## config.mk

```make
export PLATFORM = sky130hd
export DESIGN_NAME = txcon_ctrl
export DESIGN_NICKNAME = d
export VERILOG_FILES = /design/src/hw/rtl/txcon_pkg.sv /design/src/hw/rtl/txcon_ctrl.sv
export SDC_FILE = /design/constraint.sdc
export NUM_CORES = 1
export LEC_CHECK = 0
export BUFFER_PORTS_ARGS = -buffer_cell sky130_fd_sc_hd__buf_2
export CORE_MARGIN = 5
export CORE_UTILIZATION = 25
export CTS_CLUSTER_DIAMETER = 60
export DETAILED_ROUTE_END_ITERATION = 10
export SYNTH_ARGS = -nofsm -noshare
export SYNTH_HDL_FRONTEND = slang
export SYNTH_SLANG_ARGS = --single-unit
```

## constraint.sdc

```tcl
create_clock -name clk_i -period 6.2 [get_ports clk_i]
set_clock_uncertainty 0.15 [all_clocks]
set_input_delay 0.93 -clock clk_i [delete_from_list [all_inputs] [get_ports clk_i]]
set_output_delay 0.93 -clock clk_i [all_outputs]
set_load 0.01 [all_outputs]
```

## src/hw/rtl/txcon_pkg.sv

```systemverilog
// Shared types and constants for the text console writer.
package txcon_pkg;

  localparam int COLUMNS    = 80;
  localparam int ROWS       = 25;
  localparam int CELL_TOTAL = COLUMNS * ROWS;
  localparam int ADDR_W     = $clog2(CELL_TOTAL);
  localparam int CUR_W      = $clog2(CELL_TOTAL + 1);
  localparam int COL_W      = $clog2(COLUMNS);
  localparam int IDX_W      = 11;
  localparam int CHAR_W     = 8;
  localparam int MODE_W     = 3;
  localparam int CELL_W     = 16;

  localparam logic [CHAR_W-1:0] BLANK_CHAR = 8'h20;
  localparam logic [CHAR_W-1:0] RESET_ATTR = 8'h07;

  typedef enum logic [MODE_W-1:0] {
    MODE_PUT   = 3'd0,
    MODE_NL    = 3'd1,
    MODE_BS    = 3'd2,
    MODE_CLEAR = 3'd3,
    MODE_READ  = 3'd4
  } mode_e;

  typedef struct packed {
    logic [MODE_W-1:0] mode;
    logic [CHAR_W-1:0] char_code;
    logic [IDX_W-1:0]  cell_index;
  } txcon_in_t;

  typedef struct packed {
    logic [IDX_W-1:0]  cursor_cell;
    logic [CHAR_W-1:0] read_char;
    logic [CHAR_W-1:0] read_attr;
    logic              scrolled;
  } txcon_out_t;

  typedef enum logic [8:0] {
    ST_INIT   = 9'b000000001,
    ST_IDLE   = 9'b000000010,
    ST_EXEC   = 9'b000000100,
    ST_RD     = 9'b000001000,
    ST_SCR_RD = 9'b000010000,
    ST_SCR_WR = 9'b000100000,
    ST_FILL   = 9'b001000000,
    ST_CLR    = 9'b010000000,
    ST_DONE   = 9'b100000000
  } ctrl_state_e;

  typedef struct packed {
    logic init_wr;
    logic accept;
    logic op_put;
    logic op_nl;
    logic op_bs;
    logic op_clr;
    logic op_rd;
    logic rd_capture;
    logic scr_rd;
    logic scr_wr;
    logic fill_wr;
    logic clr_wr;
    logic load_out;
  } txcon_cmd_t;

  typedef struct packed {
    logic [MODE_W-1:0] mode;
    logic              put_scroll;
    logic              nl_scroll;
    logic              cursor_zero;
    logic              idx_ok;
    logic              copy_last;
    logic              ptr_last;
    logic              out_free;
  } txcon_status_t;

endpackage

```

## src/hw/rtl/txcon_ctrl.sv

```systemverilog
// Sequencer for the text console: decodes each word and steps the datapath.
module txcon_ctrl (
  input  logic                     clk_i,
  input  logic                     rst_ni,
  input  logic                     in_valid_i,
  input  txcon_pkg::txcon_status_t status_i,
  output txcon_pkg::txcon_cmd_t    cmd_o,
  output logic                     in_stall_o
);

  txcon_pkg::ctrl_state_e state_q, state_d;

  always_ff @(posedge clk_i or negedge rst_ni) begin
    if (!rst_ni) begin
      state_q <= txcon_pkg::ST_INIT;
    end else begin
      state_q <= state_d;
    end
  end

  assign in_stall_o = (state_q != txcon_pkg::ST_IDLE);

  always_comb begin
    state_d = state_q;
    cmd_o   = '0;
    case (state_q)
      txcon_pkg::ST_INIT: begin
        cmd_o.init_wr = 1'b1;
        if (status_i.ptr_last) state_d = txcon_pkg::ST_IDLE;
      end
      txcon_pkg::ST_IDLE: begin
        if (in_valid_i) begin
          cmd_o.accept = 1'b1;
          state_d      = txcon_pkg::ST_EXEC;
        end
      end
      txcon_pkg::ST_EXEC: begin
        case (status_i.mode)
          txcon_pkg::MODE_PUT: begin
            cmd_o.op_put = 1'b1;
            state_d = status_i.put_scroll ? txcon_pkg::ST_SCR_RD : txcon_pkg::ST_DONE;
          end
          txcon_pkg::MODE_NL: begin
            cmd_o.op_nl = 1'b1;
            state_d = status_i.nl_scroll ? txcon_pkg::ST_SCR_RD : txcon_pkg::ST_DONE;
          end
          txcon_pkg::MODE_BS: begin
            // drop backspace at the home cell
            cmd_o.op_bs = !status_i.cursor_zero;
            state_d     = txcon_pkg::ST_DONE;
          end
          txcon_pkg::MODE_CLEAR: begin
            cmd_o.op_clr = 1'b1;
            state_d      = txcon_pkg::ST_CLR;
          end
          txcon_pkg::MODE_READ: begin
            cmd_o.op_rd = status_i.idx_ok;
            state_d = status_i.idx_ok ? txcon_pkg::ST_RD : txcon_pkg::ST_DONE;
          end
          default: begin
            state_d = txcon_pkg::ST_DONE;
          end
        endcase
      end
      txcon_pkg::ST_RD: begin
        cmd_o.rd_capture = 1'b1;
        state_d          = txcon_pkg::ST_DONE;
      end
      txcon_pkg::ST_SCR_RD: begin
        cmd_o.scr_rd = 1'b1;
        state_d      = txcon_pkg::ST_SCR_WR;
      end
      txcon_pkg::ST_SCR_WR: begin
        cmd_o.scr_wr = 1'b1;
        state_d = status_i.copy_last ? txcon_pkg::ST_FILL : txcon_pkg::ST_SCR_RD;
      end
      txcon_pkg::ST_FILL: begin
        cmd_o.fill_wr = 1'b1;
        if (status_i.ptr_last) state_d = txcon_pkg::ST_DONE;
      end
      txcon_pkg::ST_CLR: begin
        cmd_o.clr_wr = 1'b1;
        if (status_i.ptr_last) state_d = txcon_pkg::ST_DONE;
      end
      txcon_pkg::ST_DONE: begin
        if (status_i.out_free) begin
          cmd_o.load_out = 1'b1;
          state_d        = txcon_pkg::ST_IDLE;
        end
      end
      default: begin
        state_d = txcon_pkg::ST_IDLE;
      end
    endcase
  end

endmodule

```

==> metrics.cfg, run 1 <==
[detailed_routing]
wl_per_cell_um = 13.0
drtPass1Iterations = 4
drc = 0
drt_iter0_drc = 13
routed_wl_um = 1710
antenna_left = 0
vias = 671
post_drt_via_cell_ratio = 5.08

[clocking]
cts_hold_buffers = 0
numClockSinks = 9
cts_root_buf = clkbuf_4
cts_resized = 0
path_clk_slew_ns = 0.07
cts_tree = done
htreeDepth = 1
clk_latency_ns = 0.26
cts-buffers-inserted = 3
clockBufferDepth = 2
postCtsSetupRepairBufs = 0

[finish]
insertedDiodeCount = 0
top_register = state_q
final_layout_size_suffix_gt1_frac = 0.392
n_fill_cell = 291
final_cell_mix = buf_2 (26), dfrtp_1 (8), nor4_1 (7), nor2_1 (6), inv_1 (5)
largest_reg_flops = 9
fin_nets = 116
reg_top3 = state_q x9
area_growth_pct = 27.1
layout.cells.non_filler = 132
layout_commonest_cell = buf_2

[sta]
fmax_ghz = 0.299
slew_violations = 0
finalHoldViolCount = 0
min_period_over_period = 0.539
slew_headroom = 0.513
max_slew.worst_pin.slew_ns = 0.724
tns_ns = 0
finalSetupViolCount = 0
min_period_ns = 3.34
rsz0062_at_grt = no
hold_ws_ns = 0.358

[logic_synthesis]
syn_area_um2 = 674
yosysTopAreaCell = dfrtp_1
yosys-top-cells-area = dfrtp_1 (30%), nor4_1 (6.5%), nand4b_1 (5.2%)
yosysTopAreaCellShare = 0.297
syn_avg_cell_area_um2 = 9.11
synth_cell_types = 33
ys_ff_latch = 9
yosys_warnings = 0
synth_nets = 87
netlist_instances = 74
ys_seq_area_frac = 0.336

[setup_path]
r2r_cells = 4
worstSetupStartpointType = flip-flop
path_class = reg2out
crit_family = simple AND/OR/NAND/NOR gates
worstPathMaxFanout = 9
timing.rr.start = state_q[7]
path_cells = nor4_2 > nand4b_2 > nor4_1 > buf_2
rrSetupSlack_ns = 4.04
cpPeakStageDelay_ns = 0.64
critPathRequiredTime_ns = 5.12
crit_arrival_ns = 2.26
crit_slowest_cell = nor4_2
path_buf_inv = 1
worstReg2RegEnd = state_q[8]
cp-end-kind = output pin

[floorplanning]
die_w_um = 61.9
die-area_um2 = 3840
io_pins = 27
placementRows = 18
dieHeight_um = 61.9
initial_core_util = 0.267
core_area_um2 = 2520

[pwr]
p_per_area_nw_per_um2 = 288
cellLeakagePower_nw = 0.425
ir_drop_mv = 0.132

[global_route]
grt_overflow = 0
antenna_found_initial = 0
grt_usage = 0.106
grt_pass1_wl_um = 3000
grt_pass1_vias = 691
grt_max_degree = 10

[placement]
gp_congestion = 0.786
port_buffers = 26
dp.cells = 128
dp_hpwl_um = 1410

[min_path]
hp-class = in2async

[run]
cap_violations = 0

[outcome]
status = finished clean

[cell usage after synthesis]
cell type	count
nand4b_2	1
nor4_1	7
buf_4	1
nor2_4	1
or2_2	2
o21ai_1	1
nand2b_1	4
inv_1	5
nor4_2	1
a21oi_1	2
o22ai_1	1
mux2i_1	2
nor3_1	2
nor3b_1	4
dfrtp_1	8
o32ai_1	1
o32ai_2	1
nand4b_1	4
o31ai_1	1
a22o_2	1
nand2_1	1
o21a_1	1
nor2_1	6
nand4_1	2
or4_4	2
o211a_1	1
a21o_1	1
clkbuf_1	1
nand3_1	3
dfstp_2	1
or3_1	3
xnor2_1	1
nor3_2	1
[report_power, final]
| part | switching, mW | leakage [nW] | internal, mW | total [mW] |
|---|---|---|---|---|
| Sequential | 0.0136 | 0.118 | 0.0678 | 0.0814 |
| Combinational | 0.0676 | 0.292 | 0.0515 | 0.119 |
| Clock | 0.0213 | 0.0150 | 0.0248 | 0.0462 |
| Total | 0.103 | 0.425 | 0.144 | 0.247 |
[how the worst max path moves through the flow]
| stage | start | endpoint | slack (ns) | depth (start not counted) |
|---|---|---|---|---|
| 6_report | state_q[7] | cmd_o[6] | 2.86 | 4 |
| 3_3_place_gp | state_q[7] | cmd_o[6] | 3.24 | 4 |
| 3_5_place_dp | state_q[7] | cmd_o[6] | 3.18 | 4 |
| 2_1_floorplan | state_q[5] | cmd_o[6] | 3.38 | 3 |
| 4_1_cts | state_q[7] | cmd_o[6] | 2.87 | 4 |
| 5_1_grt | state_q[7] | cmd_o[6] | 2.64 | 4 |
[layer usage]
metal,track usage,vias up,part of all wire,wire length (um)
met4,0.0455,0,0.0099,17
met5,0,-,0,0
met3,0.0269,2,0.068,117
li1,-,342,-,-
met2,0.170,23,0.46,786
met1,0.134,304,0.46,790
[stage by stage]
stage | cell area [um^2] | setup WS, ns | utilization | power (mW)
6_report | 857 | 2.86 | 0.340 | 0.247
3_3_place_gp | 831 | 3.24 | 0.329 | 0.200
4_1_cts | 857 | 2.87 | 0.340 | 0.249
5_1_grt | 857 | 2.64 | 0.340 | 0.268
3_5_place_dp | 831 | 3.18 | 0.329 | 0.202
2_1_floorplan | 674 | 3.38 | - | 0.169
[worst register-to-register path, cell delays in order (launching register included)]
cell and delay (ns):
dfrtp_1 0.45, nor4_2 0.64, nand4b_2 0.41, o211a_1 0.32, o21ai_1 0.11
[cells by family (layout without fill, tap and decap cells)]
family | Yosys count | count (layout) | synth area share
simple gates | 44 | 44 | 0.445
mux | 2 | 2 | 0.0297
xor+xnor | 1 | 1 | 0.0130
flops | 9 | 9 | 0.336
compound gates | 11 | 11 | 0.132
buf+inv | 7 | 35 | 0.0445
[layout make-up]
class	count	area [um^2]	area share
clock buffers	4	26.3	0.0307
inverters	5	18.8	0.0219
multi-input cells	58	418	0.488
flip-flops and latches	9	226	0.264
well taps	30	37.5	0.0438
repair buffers	26	130	0.152
No activity file was read; power rests on OpenSTA's default activity.
==> run 2: changes to the inputs <==
==> constraint.sdc (replaced) <==
create_clock -name clk_i -period 3.3 [get_ports clk_i]
set_clock_uncertainty 0.15 [all_clocks]
set_input_delay 0.495 -clock clk_i [delete_from_list [all_inputs] [get_ports clk_i]]
set_output_delay 0.495 -clock clk_i [all_outputs]
set_load 0.01 [all_outputs]
==> metrics.cfg, run 2 (same netlist as run 1, synthesis figures left out) <==
[sta]
rsz0062_at_grt = no
min_period_ns = 2.63
tns_ns = 0  ; unchanged
min_period_over_period = 0.798
final.setup.worst_slack_ns = 0.667  ; -2.19 ns
finalHoldViolCount = 0  ; unchanged
max_slew.worst_pin.slew_ns = 0.443  ; -0.281 ns
finalSetupViolCount = 0  ; unchanged
slew_headroom = 0.702  ; +0.189
slew_violations = 0  ; unchanged
fmax_ghz = 0.380

[floorplanning]
core_area_um2 = 2520  ; unchanged
io_pins = 27  ; unchanged
initial_core_util = 0.267  ; unchanged
die-area_um2 = 3840  ; unchanged
dieHeight_um = 61.9  ; unchanged
die_w_um = 61.9  ; unchanged
placementRows = 18  ; unchanged

[finish]
area_growth_pct = 29.7
largest_reg_flops = 9  ; unchanged
finalInstanceArea_um2 = 875  ; +2.0%
reg_top3 = state_q x9
fin_nets = 118  ; +1.7%
layout_commonest_cell = buf_2
insertedDiodeCount = 0  ; unchanged
final_layout_size_suffix_gt1_frac = 0.394  ; +0.00207
n_fill_cell = 275  ; -5.5%
utilization = 0.347  ; +0.00694
final_cell_mix = buf_2 (26), dfrtp_1 (8), nor4_1 (7), nor2_1 (6), inv_1 (5)
top_register = state_q

[setup_path]
worstPathMaxFanout = 7  ; -2
worstSetupStartpointType = flip-flop
crit_arrival_ns = 1.99  ; -0.27 ns
cp-end-kind = output pin
startpoint = state_q[1]
timing.rr.start = state_q[1]
worstReg2RegEnd = state_q[1]
r2r_cells = 4  ; unchanged
rrSetupSlack_ns = 1.28  ; -2.76 ns
critPathRequiredTime_ns = 2.65  ; -2.47 ns
path_class = reg2out

[clocking]
cts_root_buf = clkbuf_4
path_clk_slew_ns = 0.06  ; about the same
postCtsSetupRepairBufs = 0  ; unchanged
cts_resized = 0  ; unchanged
numClockSinks = 9  ; unchanged
clockBufferDepth = 2  ; unchanged
cts_tree = done
htreeDepth = 1  ; unchanged
cts-buffers-inserted = 3  ; unchanged
clk_latency_ns = 0.26  ; about the same

[placement]
place_area_um2 = 838  ; +0.90%
post-place-ws_ns = 0.946  ; -2.24 ns
port_buffers = 26  ; unchanged
gp_congestion = 0.817  ; +4.0%
dp_hpwl_um = 1390  ; -1.2%

[pwr]
cellLeakagePower_nw = 0.434  ; +2.0%
p_total_mw = 0.463  ; +88%
ir_drop_mv = 0.216  ; +64%
p_per_area_nw_per_um2 = 529  ; +84%

[detailed_routing]
post_drt_via_cell_ratio = 5.01  ; -1.5%
drt_iter0_drc = 7  ; -6
routed_wl_um = 1730  ; +1.2%
wl_per_cell_um = 12.9  ; -0.28%
vias = 671  ; unchanged
antenna_left = 0  ; unchanged
drc = 0  ; unchanged
drtPass1Iterations = 4  ; unchanged

[global_route]
grt_usage = 0.0987  ; -0.00725
grt_max_degree = 10  ; unchanged
grt_overflow = 0  ; unchanged
antenna_found_initial = 0  ; unchanged
grt_pass1_wl_um = 2750  ; -8.3%
grt_pass1_vias = 678  ; -1.9%

[min_path]
hp-class = in2reg
hold_path_depth = 2
min_to = state_q[4]
min_from = status_i[2]

[run]
cap_violations = 0  ; unchanged

[outcome]
status = finished clean

-- run 2: changes by cell type in the layout (fill, tap and decap cells not counted) --
cell	previous run	this run
buf_4	0	1
dlygate4sd3_1	0	1
-- run 2: stage by stage --
stage,std cells,hold slack [ns]
floorplan,74,0.0494
global placement,129,0.207
detailed placement,129,0.204
CTS,134,0.304
global route,134,0.314
finish,134,0.315
-- run 2: how the worst max path moves through the flow --
stage                          end  slack, ns  cells past startpoint
after floorplan           cmd_o[6]       0.91                      3
after global placement    cmd_o[3]       0.97                      4
after detailed placement  cmd_o[3]       0.95                      4
after CTS                 cmd_o[3]       0.65                      4
after global routing      cmd_o[4]       0.58                      4
final                     cmd_o[3]       0.67                      4
-- run 2: final cells by class --
cell class | instances | area (um^2) | area share
Timing Repair Buffer | 28 | 148 | 0.169
Sequential cell | 9 | 226 | 0.259
Multi-Input combinational cell | 58 | 418 | 0.478
Tap cell | 30 | 37.5 | 0.0429
Inverter | 5 | 18.8 | 0.0215
Clock buffer | 4 | 26.3 | 0.0300
-- run 2: layer usage --
metal,up-vias,wire length (um),track usage
met4,0,16,0.0545
li1,343,-,-
met2,20,823,0.163
met5,-,0,0
met1,306,768,0.114
met3,2,126,0.0289
-- run 2: worst max-delay path, stage by stage, from the launching register on --
cell and delay, ns:
dfrtp_1 0.44, or4_4 0.55, or4_4 0.48, nor2_4 0.13, buf_2 0.13
-- run 2: power by group --
group | internal (mW) | switching (mW) | total, mW
logic | 0.0994 | 0.128 | 0.227
registers | 0.127 | 0.0253 | 0.153
clock network | 0.0465 | 0.0367 | 0.0832
total | 0.273 | 0.190 | 0.463
-- run 2: timing repair --
| item | in CTS | in global routing |
|---|---|---|
| endpoints found under the hold margin | 8 | 0 |
| hold buffers | 1 | 0 |
| endpoints found under the setup margin | 0 | 0 |
==> run 3: changes to the inputs <==
==> constraint.sdc (replaced) <==
create_clock -name clk_i -period 2.6 [get_ports clk_i]
set_clock_uncertainty 0.15 [all_clocks]
set_input_delay 0.39 -clock clk_i [delete_from_list [all_inputs] [get_ports clk_i]]
set_output_delay 0.39 -clock clk_i [all_outputs]
set_load 0.01 [all_outputs]
==> metrics.cfg, run 3 (same netlist as run 1, synthesis figures left out) <==
[outcome]
status = finished clean

[floorplanning]
core_area_um2 = 2520  ; unchanged
die-area_um2 = 3840  ; unchanged
initial_core_util = 0.267  ; unchanged
io_pins = 27  ; unchanged
placementRows = 18  ; unchanged
dieHeight_um = 61.9  ; unchanged
die_w_um = 61.9  ; unchanged

[setup_path]
crit_arrival_ns = 1.99  ; about the same
critPathRequiredTime_ns = 2.06  ; -0.59 ns
worstSetupStartpointType = flip-flop
worstReg2RegEnd = state_q[1]
cp-end-kind = output pin
r2r_cells = 4  ; unchanged
worstPathMaxFanout = 7  ; unchanged
rrSetupSlack_ns = 0.58  ; -0.70 ns
path_class = reg2out
timing.rr.start = state_q[1]

[global_route]
grt_pass1_vias = 693  ; +2.2%
grt_overflow = 0  ; unchanged
grt_usage = 0.103  ; +0.00432
grt_max_degree = 10  ; unchanged
grt_pass1_wl_um = 2920  ; +6.0%
antenna_found_initial = 0  ; unchanged

[finish]
reg_top3 = state_q x9
largest_reg_flops = 9  ; unchanged
insertedDiodeCount = 0  ; unchanged
fin_nets = 118  ; unchanged
layout_commonest_cell = buf_2
area_growth_pct = 29.9
utilization = 0.347  ; +0.000496
multi_input_area_um2 = 418  ; unchanged
top_register = state_q
seq_area_um2 = 228  ; +0.55%
n_fill_cell = 279  ; +1.5%
final_layout_size_suffix_gt1_frac = 0.404  ; +0.00962
final_cell_mix = buf_2 (26), nor4_1 (7), dfrtp_1 (7), nor2_1 (6), inv_1 (5)

[placement]
port_buffers = 26  ; unchanged
dp_hpwl_um = 1460  ; +5.3%
gp_congestion = 0.826  ; +1.1%

[clocking]
cts_tree = done
cts_root_buf = clkbuf_4
numClockSinks = 9  ; unchanged
cts-buffers-inserted = 3  ; unchanged
postCtsSetupRepairBufs = 0  ; unchanged
clk_latency_ns = 0.26  ; about the same
path_clk_slew_ns = 0.06  ; about the same
htreeDepth = 1  ; unchanged
clockBufferDepth = 2  ; unchanged

[detailed_routing]
post_drt_via_cell_ratio = 5.21  ; +4.0%
routed_wl_um = 1840  ; +5.9%
drc = 0  ; unchanged
wl_per_cell_um = 13.7  ; +5.9%
antenna_left = 0  ; unchanged
drtPass1Iterations = 3  ; -1
vias = 698  ; +4.0%
drt_iter0_drc = 16  ; +9

[sta]
hold_ws_ns = 0.208  ; -0.107 ns
slew_headroom = 0.726  ; +0.0236
min_period_over_period = 0.971
finalHoldViolCount = 0  ; unchanged
fmax_ghz = 0.396
min_period_ns = 2.53
finalSetupViolCount = 0  ; unchanged
slew_violations = 0  ; unchanged
tns_ns = 0  ; unchanged
rsz0062_at_grt = no
max_slew.worst_pin.slew_ns = 0.408  ; -0.0351 ns

[pwr]
cellLeakagePower_nw = 0.433  ; -0.21%
clkPwrFrac = 0.183  ; +0.003
p_comb_frac = 0.486  ; -0.004
ir_drop_mv = 0.273  ; +26%
p_total_mw = 0.594  ; +28%
pwr-share-seq = 0.330  ; about the same
p_per_area_nw_per_um2 = 678  ; +28%
p_sw_mw = 0.245  ; +29%
p_int_mw = 0.349  ; +28%
switching_share = 0.413  ; +0.00310

[run]
cap_violations = 0  ; unchanged

[min_path]
min_from = status_i[2]
hold_path_depth = 2  ; unchanged
min_to = state_q[4]
hp-class = in2reg

-- run 3: cell counts in the layout (fill, tap and decap cells not counted) --
Identical to the previous run, type by type.
-- run 3: layout make-up --
type	instances	area share
tap	30	0.0429
clock buffer	4	0.0300
multi-input combinational	58	0.477
sequential	9	0.260
timing repair buffer	28	0.169
inverter	5	0.0214
-- run 3: through the flow --
stage               setup WS, ns  area [um^2]  instances
detailed placement         0.347          838        129
global route              0.0156          876        134
global placement           0.379          838        129
floorplan                  0.320          674         74
CTS                       0.0598          875        134
finish                    0.0748          876        134
-- run 3: worst max path at each step --
stage               start       end  slack (ns)
2_1_floorplan  state_q[5]  cmd_o[6]        0.32
3_3_place_gp   state_q[1]  cmd_o[3]        0.38
3_5_place_dp   state_q[1]  cmd_o[3]        0.35
4_1_cts        state_q[1]  cmd_o[3]        0.06
5_1_grt        state_q[1]  cmd_o[3]        0.02
6_report       state_q[1]  cmd_o[3]        0.07
-- run 3: repair_timing --
item,CTS,global route
endpoints found under the hold margin,8,0
resized for setup,0,1
hold buffers,1,0
setup endpoints to repair,0,1
-- run 3: critical path, cell delays in order (launching register included) --
cell	delay, ns
dfrtp_2	0.44
or4_4	0.54
or4_4	0.48
nor2_4	0.13
buf_2	0.13
-- run 3: power groups by stage --
stage / clock network [mW] / registers [mW] / logic [mW]
6_report: 0.109 / 0.196 / 0.289
5_1_grt: 0.120 / 0.201 / 0.316
4_1_cts: 0.113 / 0.193 / 0.292
3_5_place_dp: 0 / 0.196 / 0.290
3_3_place_gp: 0 / 0.193 / 0.287
2_1_floorplan: 0 / 0.188 / 0.215
-- run 3: routing by layer --
| metal | vias up | global-route usage | wire, um | share of wire |
|---|---|---|---|---|
| met1 | 325 | 0.119 | 791 | 0.43 |
| met4 | 0 | 0.0455 | 25 | 0.014 |
| li1 | 349 | - | - | - |
| met2 | 20 | 0.172 | 867 | 0.47 |
| met5 | - | 0 | 0 | 0 |
| met3 | 4 | 0.0351 | 151 | 0.082 |
